$ cat src/rtl/sfef_ram.sv
module sfef_ram #(
  parameter int WIDTH = 8,
  parameter int DEPTH = 256
) (
  input  logic                     clk_i,
  input  logic                     we_i,
  input  logic [$clog2(DEPTH)-1:0] waddr_i,
  input  logic [WIDTH-1:0]         wdata_i,
  input  logic [$clog2(DEPTH)-1:0] raddr_i,
  output logic [WIDTH-1:0]         rdata_o
);

  logic [WIDTH-1:0] mem_q [DEPTH];

  // One write port, one registered read port
  always_ff @(posedge clk_i) begin
    if (we_i) begin
      mem_q[waddr_i] <= wdata_i;
    end
    rdata_o <= mem_q[raddr_i];
  end

endmodule
$ cat config.mk
export PLATFORM = sky130hd
export DESIGN_NAME = sfef_ram
export DESIGN_NICKNAME = d
export VERILOG_FILES = /design/src/rtl/sfef_ram.sv
export SDC_FILE = /design/constraint.sdc
export NUM_CORES = 2
export LEC_CHECK = 0
export BUFFER_PORTS_ARGS = -buffer_cell sky130_fd_sc_hd__buf_2
export CAP_MARGIN = 20
export CORE_ASPECT_RATIO = 0.5
export CORE_UTILIZATION = 42
export CTS_BUF_LIST = sky130_fd_sc_hd__clkbuf_8
export DETAILED_ROUTE_END_ITERATION = 7
export MAX_ROUTING_LAYER = met4
export REMOVE_ABC_BUFFERS = 1
export SYNTH_ARGS = -nofsm -noshare
export SYNTH_HDL_FRONTEND = slang
export SYNTH_SLANG_ARGS = --single-unit
$ cat constraint.sdc
create_clock -name clk_i -period 2.45 [get_ports clk_i]
set_input_delay 0.1225 -clock clk_i [delete_from_list [all_inputs] [get_ports clk_i]]
set_output_delay 0.1225 -clock clk_i [all_outputs]
set_load 0.05 [all_outputs]
==> impl_metrics.ini <==
[floorplanning]
dieHeight_um = 310
die_x_um = 618
core_area_um2 = 187000
num_rows = 112
fp.dieArea_um2 = 191000
initial_core_util_pct = 42.5
pin_count = 34

[synth]
synth_ff_type = edfxtp_1
synth.largest_area_cell = edfxtp_1
synthTopCellsByCount = edfxtp_1, mux4_2, nor2_1, mux2i_1, a22oi_1
yosysWarnings = 0
synth_edf_count = 2048
syn_inst = 3733
synth_top_area_share_pct = 77.3
syn-cell-area_um2 = 79600
seq_area_frac_synth_pct = 77.5
ys_ff_latch = 2056
synthArstFlopShare_pct = 0
synth.most_common_cell = edfxtp_1
syn_area_per_cell_um2 = 21.3
synth.distinct_cells = 55
synth_area_leaders = edfxtp_1, mux4_2, mux2i_1

[placed_design]
place.gp.congestion = 0.897
pre_cts_ws_ps = -939
port_buffers = 33
hpwlAfterDp_um = 133000

[drt]
routed_via_density = 5.71
wl_per_cell_um = 28.2
vias = 41300
drtPass1Iterations = 5
drcViolationCount = 0
ant_nets = 0
drtIter0Drc = 5042
drt-total-wl_um = 204000

[timing]
hold_slack_ps = 120
setup_ws_ps = -73.4
max-slew-margin-rel_pct = 43.3
clock_skew_ps = 63.6
clock.fmax_ghz = 0.396
setup_violations = 2
drv_slew = 0
timing_hold_violations_final = 0
fin_crit_ps = 2520
tightest_slew_ps = 850
rsz0062_at_grt = yes
finalCritPeriodShare_pct = 103

[setup_path]
startpoint_type = register
worstRegToRegCells = 6
path_max_fanout = 1
end_kind = register
cp_data_required_time_ps = 3310
reg2reg_slack_ps = -70
path_class = reg -> reg
r2r_end = rdata_o[4]$_DFF_P_
r2r-start = mem_q[139][4]$_DFFE_PP_
cp.arrival_ps = 3380

[outcome]
status = finished, violations left
violations = setup timing

[grt]
first_global_vias = 41900
grt_pass1_wl_um = 294000
grt_overflow = 0
antenna_found_initial = 11
grtUsageTotal_pct = 22.1
grt_max_degree = 119

[job]
cap_violations = 0

[hold_path]
min_path_type = in -> reg
min_to = rdata_o[6]$_DFF_P_
worst_hold_startpoint = raddr_i[5]
hold_path_depth = 7

[layout]
drive_above_1_share_pct = 32.5
num-fill-cells = 15000
num-nets-final = 4550
area_growth_pct = 16.8

[clocking]
clock_path_buffers = 4
cts_tree = built
cts_sinks = 2056
numCtsBuffers = 311
cts.reportedPaths.clkPinSlew_ps = 70
root_buffer = clkbuf_8
clk_latency_ps = 1020
htree_num_levels = 5

[pwr]
powerDensity_nw_per_um2 = 734
p_leak_nw = 30.2
ir_drop_mv = 0.564
==> sequential cells by signal (all words and copies together) (netlist names) <==
| register | cells |
|---|---|
| rdata_o | 8 |
| mem_q | 2048 |
==> power breakdown <==
group          internal [mW]  switching [mW]  leakage, nW  total, mW
Clock                   12.5            12.7         3.05       25.3
Sequential              38.8          0.0572         18.5       38.8
Combinational           1.60            2.51         8.69       4.11
==> worst max-delay path, stage by stage, from the launching register on <==
cell and delay, ps:
edfxtp_1 380, mux4_2 510, mux4_2 530, nor2_2 150, a2111oi_2 80, nor3_4 570
nor4_2 120
==> cell families after synthesis <==
logic type / Yosys count / share of synthesized area (%)
buffers and inverters: 235 / 1.83
flip-flops: 2056 / 77.5
AO/OA/AOI/OAI: 385 / 3.42
multiplexers: 591 / 14.6
AND/OR/NAND/NOR: 466 / 2.63
==> per-layer routing <==
| layer | wire length, µm | track usage [%] | vias up |
|---|---|---|---|
| li1 | - | - | 17300 |
| met1 | 87000 | 30.7 | 21900 |
| met2 | 95100 | 33.4 | 1813 |
| met3 | 18200 | 5.02 | 304 |
| met4 | 3840 | 5.17 | 0 |
| met5 | 0 | - | - |
==> cell usage in the layout, fill, tap and decap left out, types with 33 or more instances in the layout <==
master / count
a21oi_1: 96
buf_12: 64
mux4_2: 454
a22oi_1: 133
o221ai_1: 46
mux2i_1: 134
nand2_1: 33
nand3_1: 34
clkbuf_8: 326
edfxtp_1: 2048
nor2_1: 278
buf_4: 592
clkinv_1: 67
inv_1: 87
==> worst max path at each step <==
stage,start,end,slack [ps],cells past startpoint
final,mem_q[139][4]$_DFFE_PP_,rdata_o[4]$_DFF_P_,-70,6
after global routing,mem_q[139][4]$_DFFE_PP_,rdata_o[4]$_DFF_P_,-120,6
after CTS,mem_q[139][4]$_DFFE_PP_,rdata_o[4]$_DFF_P_,-50,7
after detailed placement,raddr_i[0],rdata_o[7]$_DFF_P_,-940,10
after global placement,raddr_i[0],rdata_o[4]$_DFF_P_,-1240,10
after floorplan,raddr_i[2],rdata_o[6]$_DFF_P_,-80,6
==> area by class of cell <==
class | count | area [µm²] | area share (%)
clock inverter | 188 | 885 | 0.952
inverter | 2 | 7.51 | 0.00808
clock buffer | 320 | 4400 | 4.74
tap | 2508 | 3140 | 3.38
antenna | 7 | 17.5 | 0.0189
multi-input combinational | 1442 | 16600 | 17.8
timing repair buffer | 711 | 6210 | 6.69
sequential | 2056 | 61700 | 66.4
==> timing repair <==
action,4_1_cts,5_1_grt
gates resized for setup,9,8
hold endpoints to repair,2847,0
pin swaps,0,3
hold buffers,23,0
endpoints found under the setup margin,6,6
buffers inserted,0,0
==> per-stage QoR <==
stage / utilization (%) / TNS, ps / power (mW) / cells / cell area [µm²]
final: 49.6 / -100 / 68.2 / 7234 / 92900
after global routing: 49.6 / -174 / 70.3 / 7232 / 92900
after CTS: 49.6 / -50.6 / 68.7 / 7228 / 92900
after detailed placement: 46.6 / -5700 / 43.7 / 6697 / 87300
after global placement: 46.6 / -6500 / 43.6 / 6695 / 87300
after floorplan: - / -316 / 41.0 / 3500 / 78100
(Power assumes the default switching activity.)
